--- src/rtl/swr_pkg.sv ---
// Shared widths, constants, codes and divider handshake types for the SWR sweep statistics core.
// No dependencies; compile first.
package swr_pkg;

  localparam int MAX_POINTS  = 1024;
  localparam int FWD_W       = 10;
  localparam int FRAC_W      = 8;
  localparam int RATIO_W     = 18;
  localparam int LIMIT_W     = 18;
  localparam int GRADE_W     = 2;
  localparam int SWR_CAP_VAL = 255744;

  localparam int COUNT_W     = $clog2(MAX_POINTS + 1);
  localparam int SUM_W       = $clog2(64'(MAX_POINTS) * 64'(SWR_CAP_VAL) + 64'd1);
  localparam int RATIO_NUM_W = FWD_W + 1 + FRAC_W;
  localparam int DIV_W       = (SUM_W > RATIO_NUM_W) ? SUM_W : RATIO_NUM_W;
  localparam int DIVISOR_W   = (COUNT_W > FWD_W) ? COUNT_W : FWD_W;
  localparam int STEP_W      = $clog2(DIV_W + 1);

  localparam logic [RATIO_W-1:0] SWR_CAP    = RATIO_W'(SWR_CAP_VAL);
  localparam logic [RATIO_W-1:0] MIN_RESET  = '1;
  localparam logic [LIMIT_W-1:0] GOOD_RESET = LIMIT_W'(333);
  localparam logic [LIMIT_W-1:0] FAIR_RESET = LIMIT_W'(410);

  localparam logic [STEP_W-1:0] RATIO_STEPS = STEP_W'(RATIO_NUM_W);
  localparam logic [STEP_W-1:0] AVG_STEPS   = STEP_W'(DIV_W);

  localparam int CFG_INDEX_W = 2;
  localparam logic [CFG_INDEX_W-1:0] CFG_GOOD_LIMIT = CFG_INDEX_W'(0);
  localparam logic [CFG_INDEX_W-1:0] CFG_FAIR_LIMIT = CFG_INDEX_W'(1);

  localparam logic [GRADE_W-1:0] GRADE_GOOD = GRADE_W'(0);
  localparam logic [GRADE_W-1:0] GRADE_FAIR = GRADE_W'(1);
  localparam logic [GRADE_W-1:0] GRADE_POOR = GRADE_W'(2);

  typedef struct packed {
    logic                 start;
    logic [STEP_W-1:0]    steps;
    logic [DIV_W-1:0]     dividend;
    logic [DIVISOR_W-1:0] divisor;
  } swr_div_req_t;

  typedef struct packed {
    logic             busy;
    logic [DIV_W-1:0] quotient;
  } swr_div_rsp_t;

endpackage

--- src/rtl/swr_if.sv ---
// Valid/ready channel interfaces: detector samples in, results out, register writes.
// Depends on swr_pkg.
interface swr_sample_if import swr_pkg::*; ();
  logic             valid;
  logic             ready;
  logic [FWD_W-1:0] forward_level;
  logic [FWD_W-1:0] reverse_level;
  logic             last_point;

  modport source(output valid, forward_level, reverse_level, last_point, input ready);
  modport sink(input valid, forward_level, reverse_level, last_point, output ready);
endinterface

interface swr_result_if import swr_pkg::*; ();
  logic               valid;
  logic               ready;
  logic [RATIO_W-1:0] ratio;
  logic               sweep_done;
  logic [RATIO_W-1:0] ratio_min;
  logic [RATIO_W-1:0] ratio_avg;
  logic [RATIO_W-1:0] ratio_max;
  logic [GRADE_W-1:0] grade;

  modport source(output valid, ratio, sweep_done, ratio_min, ratio_avg, ratio_max, grade,
                 input ready);
  modport sink(input valid, ratio, sweep_done, ratio_min, ratio_avg, ratio_max, grade,
               output ready);
endinterface

interface swr_cfg_if import swr_pkg::*; ();
  logic                   valid;
  logic                   ready;
  logic [CFG_INDEX_W-1:0] index;
  logic [LIMIT_W-1:0]     data;

  modport source(output valid, index, data, input ready);
  modport sink(input valid, index, data, output ready);
endinterface

--- src/rtl/swr_divider.sv ---
// Bit-serial restoring divider, one quotient bit per cycle, step count set per request.
// Depends on swr_pkg.
module swr_divider import swr_pkg::*; (
  input  logic         clk,
  input  logic         rst,
  input  swr_div_req_t req,
  output swr_div_rsp_t rsp
);

  logic [DIV_W-1:0]     quo;
  logic [DIVISOR_W-1:0] rem;
  logic [DIVISOR_W-1:0] divisor;
  logic [STEP_W-1:0]    steps;
  logic                 busy;
  logic [DIVISOR_W:0]   trial;
  logic [DIVISOR_W:0]   diff;

  assign trial = {rem, quo[DIV_W-1]};
  assign diff  = trial - {1'b0, divisor};

  always_ff @(posedge clk) begin
    if (rst) begin
      busy  <= 1'b0;
      steps <= '0;
    end else if (req.start) begin
      busy  <= 1'b1;
      steps <= req.steps;
    end else if (busy) begin
      steps <= steps - STEP_W'(1);
      if (steps == STEP_W'(1)) begin
        busy <= 1'b0;
      end
    end
  end

  always_ff @(posedge clk) begin
    if (req.start) begin
      quo     <= req.dividend;
      rem     <= '0;
      divisor <= req.divisor;
    end else if (busy) begin
      if (!diff[DIVISOR_W]) begin
        rem <= diff[DIVISOR_W-1:0];
        quo <= {quo[DIV_W-2:0], 1'b1};
      end else begin
        rem <= trial[DIVISOR_W-1:0];
        quo <= {quo[DIV_W-2:0], 1'b0};
      end
    end
  end

  assign rsp.busy     = busy;
  assign rsp.quotient = quo;

endmodule

--- src/rtl/swr_sweep_statistics_core.sv ---
// Top level of the SWR sweep statistics core: FSM, accumulators, limit registers, output register.
// Depends on swr_pkg, swr_if and swr_divider.
//
// Takes one forward/reverse detector pair per beat and returns one result beat with the
// point's SWR in Q10.8 ((fwd+rev)/(fwd-rev), truncated, 999.0 when rev >= fwd or on overflow).
// On a beat marked last_point the result also carries the sweep minimum, truncated mean,
// maximum and a grade against good_limit/fair_limit, and the accumulators clear. All
// division runs through one bit-serial divider, one quotient bit per cycle: a point passes
// the ratio division (skipped when rev >= fwd) and accumulation, a last point then a second
// division for the mean. One point is in flight at a time; the next beat is taken once the
// result sits in the output register. Register writes are accepted every cycle.
module swr_sweep_statistics_core import swr_pkg::*; (
  input  logic clk,
  input  logic rst,
  swr_sample_if.sink   samples,
  swr_result_if.source results,
  swr_cfg_if.sink      cfg
);

  typedef enum logic [4:0] {
    ST_IDLE  = 5'b00001,
    ST_RATIO = 5'b00010,
    ST_ACCUM = 5'b00100,
    ST_AVG   = 5'b01000,
    ST_EMIT  = 5'b10000
  } state_t;

  state_t state, state_next;

  logic [LIMIT_W-1:0] good_limit, fair_limit;
  logic [RATIO_W-1:0] run_min, run_max, run_min_next, run_max_next;
  logic [SUM_W-1:0]   run_sum, run_sum_next;
  logic [COUNT_W-1:0] point_count, point_count_next;
  logic [RATIO_W-1:0] ratio;
  logic               last_q;

  swr_div_req_t div_req;
  swr_div_rsp_t div_rsp;

  logic                   in_beat, take, out_free, emit;
  logic                   fwd_gt_rev;
  logic [FWD_W:0]         level_sum;
  logic [RATIO_NUM_W-1:0] ratio_num;
  logic [RATIO_NUM_W-1:0] ratio_quo;
  logic [RATIO_W-1:0]     ratio_sat;
  logic [RATIO_W-1:0]     avg;
  logic [GRADE_W-1:0]     grade;

  swr_divider u_div (
    .clk (clk),
    .rst (rst),
    .req (div_req),
    .rsp (div_rsp)
  );

  assign samples.ready = (state == ST_IDLE);
  assign in_beat       = samples.valid && samples.ready;
  assign fwd_gt_rev    = samples.forward_level > samples.reverse_level;
  assign level_sum     = {1'b0, samples.forward_level} + {1'b0, samples.reverse_level};
  assign ratio_num     = {level_sum, {FRAC_W{1'b0}}};

  assign ratio_quo = div_rsp.quotient[RATIO_NUM_W-1:0];
  assign ratio_sat = (ratio_quo > RATIO_NUM_W'(SWR_CAP)) ? SWR_CAP : ratio_quo[RATIO_W-1:0];

  always_comb begin
    div_req.start = (in_beat && fwd_gt_rev) || (state == ST_ACCUM && last_q);
    if (state == ST_ACCUM) begin
      div_req.steps    = AVG_STEPS;
      div_req.dividend = DIV_W'(run_sum_next);
      div_req.divisor  = DIVISOR_W'(point_count_next);
    end else begin
      div_req.steps    = RATIO_STEPS;
      div_req.dividend = DIV_W'(ratio_num) << (DIV_W - RATIO_NUM_W);
      div_req.divisor  = DIVISOR_W'(samples.forward_level - samples.reverse_level);
    end
  end

  // statistics update, capped at MAX_POINTS
  assign take = point_count < COUNT_W'(MAX_POINTS);

  always_comb begin
    run_min_next     = run_min;
    run_max_next     = run_max;
    run_sum_next     = run_sum;
    point_count_next = point_count;
    if (take) begin
      if (ratio < run_min) begin
        run_min_next = ratio;
      end
      if (ratio > run_max) begin
        run_max_next = ratio;
      end
      run_sum_next     = run_sum + SUM_W'(ratio);
      point_count_next = point_count + COUNT_W'(1);
    end
  end

  assign avg = div_rsp.quotient[RATIO_W-1:0];

  always_comb begin
    priority if (avg < good_limit) begin
      grade = GRADE_GOOD;
    end else if (avg < fair_limit) begin
      grade = GRADE_FAIR;
    end else begin
      grade = GRADE_POOR;
    end
  end

  assign out_free = !results.valid || results.ready;
  assign emit     = (state == ST_EMIT) && out_free;

  always_comb begin
    state_next = state;
    unique case (state)
      ST_IDLE: begin
        if (in_beat) begin
          state_next = fwd_gt_rev ? ST_RATIO : ST_ACCUM;
        end
      end
      ST_RATIO: begin
        if (!div_rsp.busy) begin
          state_next = ST_ACCUM;
        end
      end
      ST_ACCUM: begin
        state_next = last_q ? ST_AVG : ST_EMIT;
      end
      ST_AVG: begin
        if (!div_rsp.busy) begin
          state_next = ST_EMIT;
        end
      end
      ST_EMIT: begin
        if (out_free) begin
          state_next = ST_IDLE;
        end
      end
      default: state_next = ST_IDLE;
    endcase
  end

  always_ff @(posedge clk) begin
    if (rst) begin
      state <= ST_IDLE;
    end else begin
      state <= state_next;
    end
  end

  always_ff @(posedge clk) begin
    if (in_beat) begin
      last_q <= samples.last_point;
      if (!fwd_gt_rev) begin
        ratio <= SWR_CAP;
      end
    end else if (state == ST_RATIO && !div_rsp.busy) begin
      ratio <= ratio_sat;
    end
  end

  always_ff @(posedge clk) begin
    if (rst) begin
      run_min     <= MIN_RESET;
      run_max     <= '0;
      run_sum     <= '0;
      point_count <= '0;
    end else if (state == ST_ACCUM) begin
      run_min     <= run_min_next;
      run_max     <= run_max_next;
      run_sum     <= run_sum_next;
      point_count <= point_count_next;
    end else if (emit && last_q) begin
      run_min     <= MIN_RESET;
      run_max     <= '0;
      run_sum     <= '0;
      point_count <= '0;
    end
  end

  assign cfg.ready = 1'b1;

  always_ff @(posedge clk) begin
    if (rst) begin
      good_limit <= GOOD_RESET;
      fair_limit <= FAIR_RESET;
    end else if (cfg.valid) begin
      unique case (cfg.index)
        CFG_GOOD_LIMIT: good_limit <= cfg.data;
        CFG_FAIR_LIMIT: fair_limit <= cfg.data;
        default: ;
      endcase
    end
  end

  // output register
  always_ff @(posedge clk) begin
    if (rst) begin
      results.valid <= 1'b0;
    end else if (emit) begin
      results.valid <= 1'b1;
    end else if (results.ready) begin
      results.valid <= 1'b0;
    end
  end

  always_ff @(posedge clk) begin
    if (emit) begin
      results.ratio      <= ratio;
      results.sweep_done <= last_q;
      results.ratio_min  <= last_q ? run_min : '0;
      results.ratio_avg  <= last_q ? avg : '0;
      results.ratio_max  <= last_q ? run_max : '0;
      results.grade      <= last_q ? grade : GRADE_GOOD;
    end
  end

`ifndef SYNTHESIS
  a_div_start_idle: assert property (@(posedge clk) disable iff (rst)
    div_req.start |-> !div_rsp.busy)
    else $error("divider started while busy");

  a_count_cap: assert property (@(posedge clk) disable iff (rst)
    point_count <= COUNT_W'(MAX_POINTS))
    else $error("point count above capacity");

  a_min_le_max: assert property (@(posedge clk) disable iff (rst)
    point_count != '0 |-> run_min <= run_max)
    else $error("running minimum above maximum");

  a_clear_after_last: assert property (@(posedge clk) disable iff (rst)
    (emit && last_q) |=> (point_count == '0 && run_sum == '0))
    else $error("accumulators not cleared after last point");

  a_stats_zero: assert property (@(posedge clk) disable iff (rst)
    (results.valid && !results.sweep_done) |->
      (results.ratio_min == '0 && results.ratio_max == '0 && results.grade == GRADE_GOOD))
    else $error("statistics fields set on an ordinary point");
`endif

endmodule

--- src/flat_wrapper.sv ---
// flat-port wrapper written by rule: the top's interface ports become plain ports
module swr_sweep_statistics_core_flat import swr_pkg::*;
  (clk, rst, samples_valid, samples_forward_level, samples_reverse_level, samples_last_point, samples_ready, results_valid, results_ratio, results_sweep_done, results_ratio_min, results_ratio_avg, results_ratio_max, results_grade, results_ready, cfg_valid, cfg_index, cfg_data, cfg_ready);
  swr_sample_if samples_i ();
  swr_result_if results_i ();
  swr_cfg_if cfg_i ();
  input  logic clk;
  input  logic rst;
  input wire logic [$bits(samples_i.valid)-1:0] samples_valid;
  input wire logic [$bits(samples_i.forward_level)-1:0] samples_forward_level;
  input wire logic [$bits(samples_i.reverse_level)-1:0] samples_reverse_level;
  input wire logic [$bits(samples_i.last_point)-1:0] samples_last_point;
  output wire logic [$bits(samples_i.ready)-1:0] samples_ready;
  output wire logic [$bits(results_i.valid)-1:0] results_valid;
  output wire logic [$bits(results_i.ratio)-1:0] results_ratio;
  output wire logic [$bits(results_i.sweep_done)-1:0] results_sweep_done;
  output wire logic [$bits(results_i.ratio_min)-1:0] results_ratio_min;
  output wire logic [$bits(results_i.ratio_avg)-1:0] results_ratio_avg;
  output wire logic [$bits(results_i.ratio_max)-1:0] results_ratio_max;
  output wire logic [$bits(results_i.grade)-1:0] results_grade;
  input wire logic [$bits(results_i.ready)-1:0] results_ready;
  input wire logic [$bits(cfg_i.valid)-1:0] cfg_valid;
  input wire logic [$bits(cfg_i.index)-1:0] cfg_index;
  input wire logic [$bits(cfg_i.data)-1:0] cfg_data;
  output wire logic [$bits(cfg_i.ready)-1:0] cfg_ready;
  assign samples_i.valid = samples_valid;
  assign samples_i.forward_level = samples_forward_level;
  assign samples_i.reverse_level = samples_reverse_level;
  assign samples_i.last_point = samples_last_point;
  assign samples_ready = samples_i.ready;
  assign results_valid = results_i.valid;
  assign results_ratio = results_i.ratio;
  assign results_sweep_done = results_i.sweep_done;
  assign results_ratio_min = results_i.ratio_min;
  assign results_ratio_avg = results_i.ratio_avg;
  assign results_ratio_max = results_i.ratio_max;
  assign results_grade = results_i.grade;
  assign results_i.ready = results_ready;
  assign cfg_i.valid = cfg_valid;
  assign cfg_i.index = cfg_index;
  assign cfg_i.data = cfg_data;
  assign cfg_ready = cfg_i.ready;
  swr_sweep_statistics_core u_core (.clk(clk), .rst(rst), .samples(samples_i), .results(results_i), .cfg(cfg_i));
endmodule
--- config.mk ---
export PLATFORM = sky130hd
export DESIGN_NAME = swr_sweep_statistics_core_flat
export DESIGN_NICKNAME = d
export VERILOG_FILES = /design/src/rtl/swr_pkg.sv /design/src/rtl/swr_if.sv /design/src/rtl/swr_divider.sv /design/src/rtl/swr_sweep_statistics_core.sv /design/src/flat_wrapper.sv
export SDC_FILE = /design/constraint.sdc
export NUM_CORES = 1
export LEC_CHECK = 0
export BUFFER_PORTS_ARGS = -buffer_cell sky130_fd_sc_hd__buf_4
export CORE_MARGIN = 5
export CORE_UTILIZATION = 55
export CTS_CLUSTER_SIZE = 40
export DETAILED_ROUTE_END_ITERATION = 8
export PLACE_DENSITY = 0.83
export SYNTH_ARGS = -nofsm -noshare
export SYNTH_HDL_FRONTEND = slang
export SYNTH_SLANG_ARGS = --single-unit
--- constraint.sdc ---
create_clock -name clk -period 4.74 [get_ports clk]
set_clock_uncertainty 0.05 [all_clocks]
set_input_delay 0.474 -clock clk [delete_from_list [all_inputs] [get_ports clk]]
set_output_delay 0.474 -clock clk [all_outputs]
set_load 0.03 [all_outputs]
==> impl_results.md <==
* Most common cell after layout, fill and taps aside: nand2_1
* Clk Latency, worst-skew pair at 0.55 ns
* Setup_tns at 0 ns
* DP Wirelength at between 20 and 25 mm
* F_max at ~300 MHz
* Leakage power at just under 7 nW
* Die footprint at just over 30,000 µm²
* Initial DRT Pass Iterations at 5
* Top_reg_cell synth: dfxtp_1
* Switching power at about 1.9 mW
* Worst Path Required at 4.99 ns
* Worst-Margin Slew at ~1.2 ns
* Root Buffer: clkbuf_16
* Routed Antenna Nets at 0
* Layout net count at around 1,800
* Layout cells sized above 1 at 0.120
* Post-synthesis area per instance at 9.38 µm²
* Total of max-cap violations at 0
* FF-to-FF End: u_core.u_div.quo[18]
* CP endpoint: u_core.u_div.quo[18]
* IO Pins at approximately 120
* Placer Congestion at between 0.8 and 0.9
* Resize count post-CTS at 0
* Most frequent cells in the layout: nand2_1 (166), a21oi_1 (153), buf_4 (135)
* CP Cell Sequence: ha_1 -> fa_1 -> a211oi_2 -> o211ai_2 -> a221oi_2 -> o311ai_4 -> a21boi_4 -> nor2_1 -> xor2_1 -> a211o_1
* Syn Inst Count at 1,578
* Sequential share of the synthesized area at 0.451
* Number of synthesized flops with an enable pin at between 100 and 150
* Max Buffers Root-to-Sink at 3
* Ant diodes at 0
* Worst reg2reg path depth at 10
* Final wirelength at between 30 and 40 mm
* CP peak stage delay at around 0.45 ns
* Die Y at 174 µm
* Total track usage at 0.233
* First-pass GRT wire length at 59.5 mm
* Port bufs at 122
* Via count at about 12,000
* Area added between synthesis and finish at 14.3%
* Starting Density at 0.554
* Max VDD drop at approximately 0.00028 V
* Asr flop ratio synth at 0
* Drt drc at 0
* Critical path's slowest cell: edfxtp_1
* Normalized max-slew margin at 0.213
* Netlist Area Pre-Place at roughly 15,000 µm²
* P_int at 4.64 mW
* Power Density at around 380 nW/µm²
* Cell Rows at 60
* Vias per cell at a little under 6
* CTS tree: built
* Starting DRT DRC Count at around 940
* Final Util at 0.633
* Number of global-route vias before repair at approximately 12,000
* Worst flop-to-flop path startpoint: u_core.ratio[0]
* Critical path arrival at about 3.6 ns
* Flop pwr share at 0.433
* Final max-slew violation count at 0
* Seq cells post-synth at ~270
* Crit Path Max Fanout at 10
* Largest net degree at the start of global routing at roughly 110
* Min-delay worst type: in2reg
* Initial antenna violation count at 0
* Reg2Reg Setup Slack at 1.36 ns
* Fill cells at 2,158
* Hold-fix buffers, CTS at 0
* CTS sink cnt at approximately 270
* Syn nets at between 1,500 and 2,000
* Period utilization at 0.712
* GRT Residual Overflow at 0
* RSZ-0062 raised after global routing: no
* Outcome: finished clean
* Final setup violation count at 0
* Endpoint class of the critical path: flop
* Comb pwr share at 0.209
* Post-synth cell types at 80
* H-tree levels at 1
* Crit Path Category: reg2reg
* DR WL/cell at between 15 and 20 µm
* Clock-pin slew on the worst setup and hold paths at approximately 0.060 ns
* Crit path launch: u_core.ratio[0]
* Clk network pwr share at 0.358
* Final hold violations at 0
* Sw Share at 0.286
* Core Region at approximately 27,000 µm²
* Worst setup SP type: flop
* Crit path time final at about 3.4 ns
* CTS Buf Count at 28
* Die span in x at 174 µm
* Post-CTS Setup Bufs at 0
* Yosys warns at 0
## worst max-delay path: cells and delay by family (launching register included)
family / cells / cell delay, ns
adders and majority gates: 2 / 0.70
AOI/OAI and AO/OA: 6 / 1.66
xor gates and xnor gates: 1 / 0.17
DFF: 1 / 0.45
and+or+nand+nor: 1 / 0.11
## layer usage
metal	global-route usage	vias up	part of all wire
li1	-	5768	-
met1	0.306	5641	0.42
met2	0.399	436	0.48
met3	0.0400	69	0.075
met4	0.0676	0	0.022
met5	0	-	0
## power by group through the flow
stage | combinational, mW | clock, mW | sequential (mW)
final | 1.36 | 2.33 | 2.82
after CTS | 1.36 | 2.36 | 2.82
after detailed placement | 1.34 | 0 | 2.86
after global placement | 1.29 | 0 | 2.85
after floorplan | 1.06 | 0 | 2.77
after global routing | 1.52 | 2.46 | 2.84
## stage by stage
stage / hold slack [ns] / power (mW) / std cells / instance area (µm²) / setup slack [ns]
global placement: 0.394 / 4.14 / 1974 / 15900 / 1.46
floorplan: 0.386 / 3.83 / 1578 / 14800 / 0.296
detailed placement: 0.398 / 4.21 / 1974 / 15900 / 1.38
global route: 0.0376 / 6.82 / 2026 / 16900 / 1.16
CTS: 0.0382 / 6.53 / 2026 / 16900 / 1.38
finish: 0.0525 / 6.50 / 2026 / 16900 / 1.36
## worst min path at each step
stage	depth (start not counted)	endpoint	start	slack, ns
2_1_floorplan	2	u_core.fair_limit[10]	u_core.fair_limit[10]	0.39
3_3_place_gp	2	u_core.good_limit[12]	u_core.good_limit[12]	0.39
3_5_place_dp	2	u_core.good_limit[7]	u_core.good_limit[7]	0.40
4_1_cts	1	u_core.last_q	samples_last_point	0.04
5_1_grt	1	u_core.last_q	samples_last_point	0.04
6_report	1	u_core.last_q	samples_last_point	0.05
## kinds of logic after synthesis
kind of cell / after synthesis / share of synthesized area
AO/OA/AOI/OAI: 399 / 0.171
XOR/XNOR: 57 / 0.0350
adder cells (fa/ha/maj): 125 / 0.108
buffers and inverters: 192 / 0.0505
flip-flops: 267 / 0.451
multiplexers: 14 / 0.00972
other: 1 / 0.000253
AND/OR/NAND/NOR: 523 / 0.175
## area by class of cell
cell class,count,area (µm²),share of cell area
multi-input combinational,1119,7400,0.438
tap,341,427,0.0252
timing repair buffer,135,1010,0.0599
inverter,112,420,0.0249
sequential,267,6680,0.395
clock inverter,15,199,0.0118
clock buffer,37,776,0.0459
## cell usage after synthesis, drive strengths merged, types with 7 or more instances
cell type	number	area share
nand2	166	0.042
a21oi	154	0.052
dfxtp	134	0.18
edfxtp	133	0.27
ha	121	0.10
inv	112	0.028
nor2	102	0.026
and2	72	0.030
o21ai	64	0.022
clkbuf	61	0.015
a21o	41	0.021
nand3	36	0.012
xnor2	33	0.021
a31oi	31	0.013
nor3	31	0.010
nand3b	26	0.013
xor2	24	0.014
buf	19	0.0067
nand2b	18	0.0076
o21a	15	0.0076
or3	14	0.0063
a211o	12	0.0071
and3	12	0.0051
o31ai	12	0.0061
mux2i	11	0.0074
nand4	11	0.0046
nor2b	11	0.0046
nor4	9	0.0038
o211ai	7	0.0039
o21bai	7	0.0036
o22ai	7	0.0034
## registers in the layout (all words and copies together), names as in the netlist, 11 cells and up
name	flops
u_core.results.ratio	18
u_core.run_max	18
u_core.point_count	11
u_core.u_div.divisor	11
u_core.ratio	18
u_core.results.ratio_min	18
u_core.results.ratio_max	18
u_core.u_div.quo	28
u_core.fair_limit	18
u_core.run_min	18
u_core.good_limit	18
u_core.run_sum	28
u_core.results.ratio_avg	18
u_core.u_div.rem	11
(Power assumes the default switching activity.)
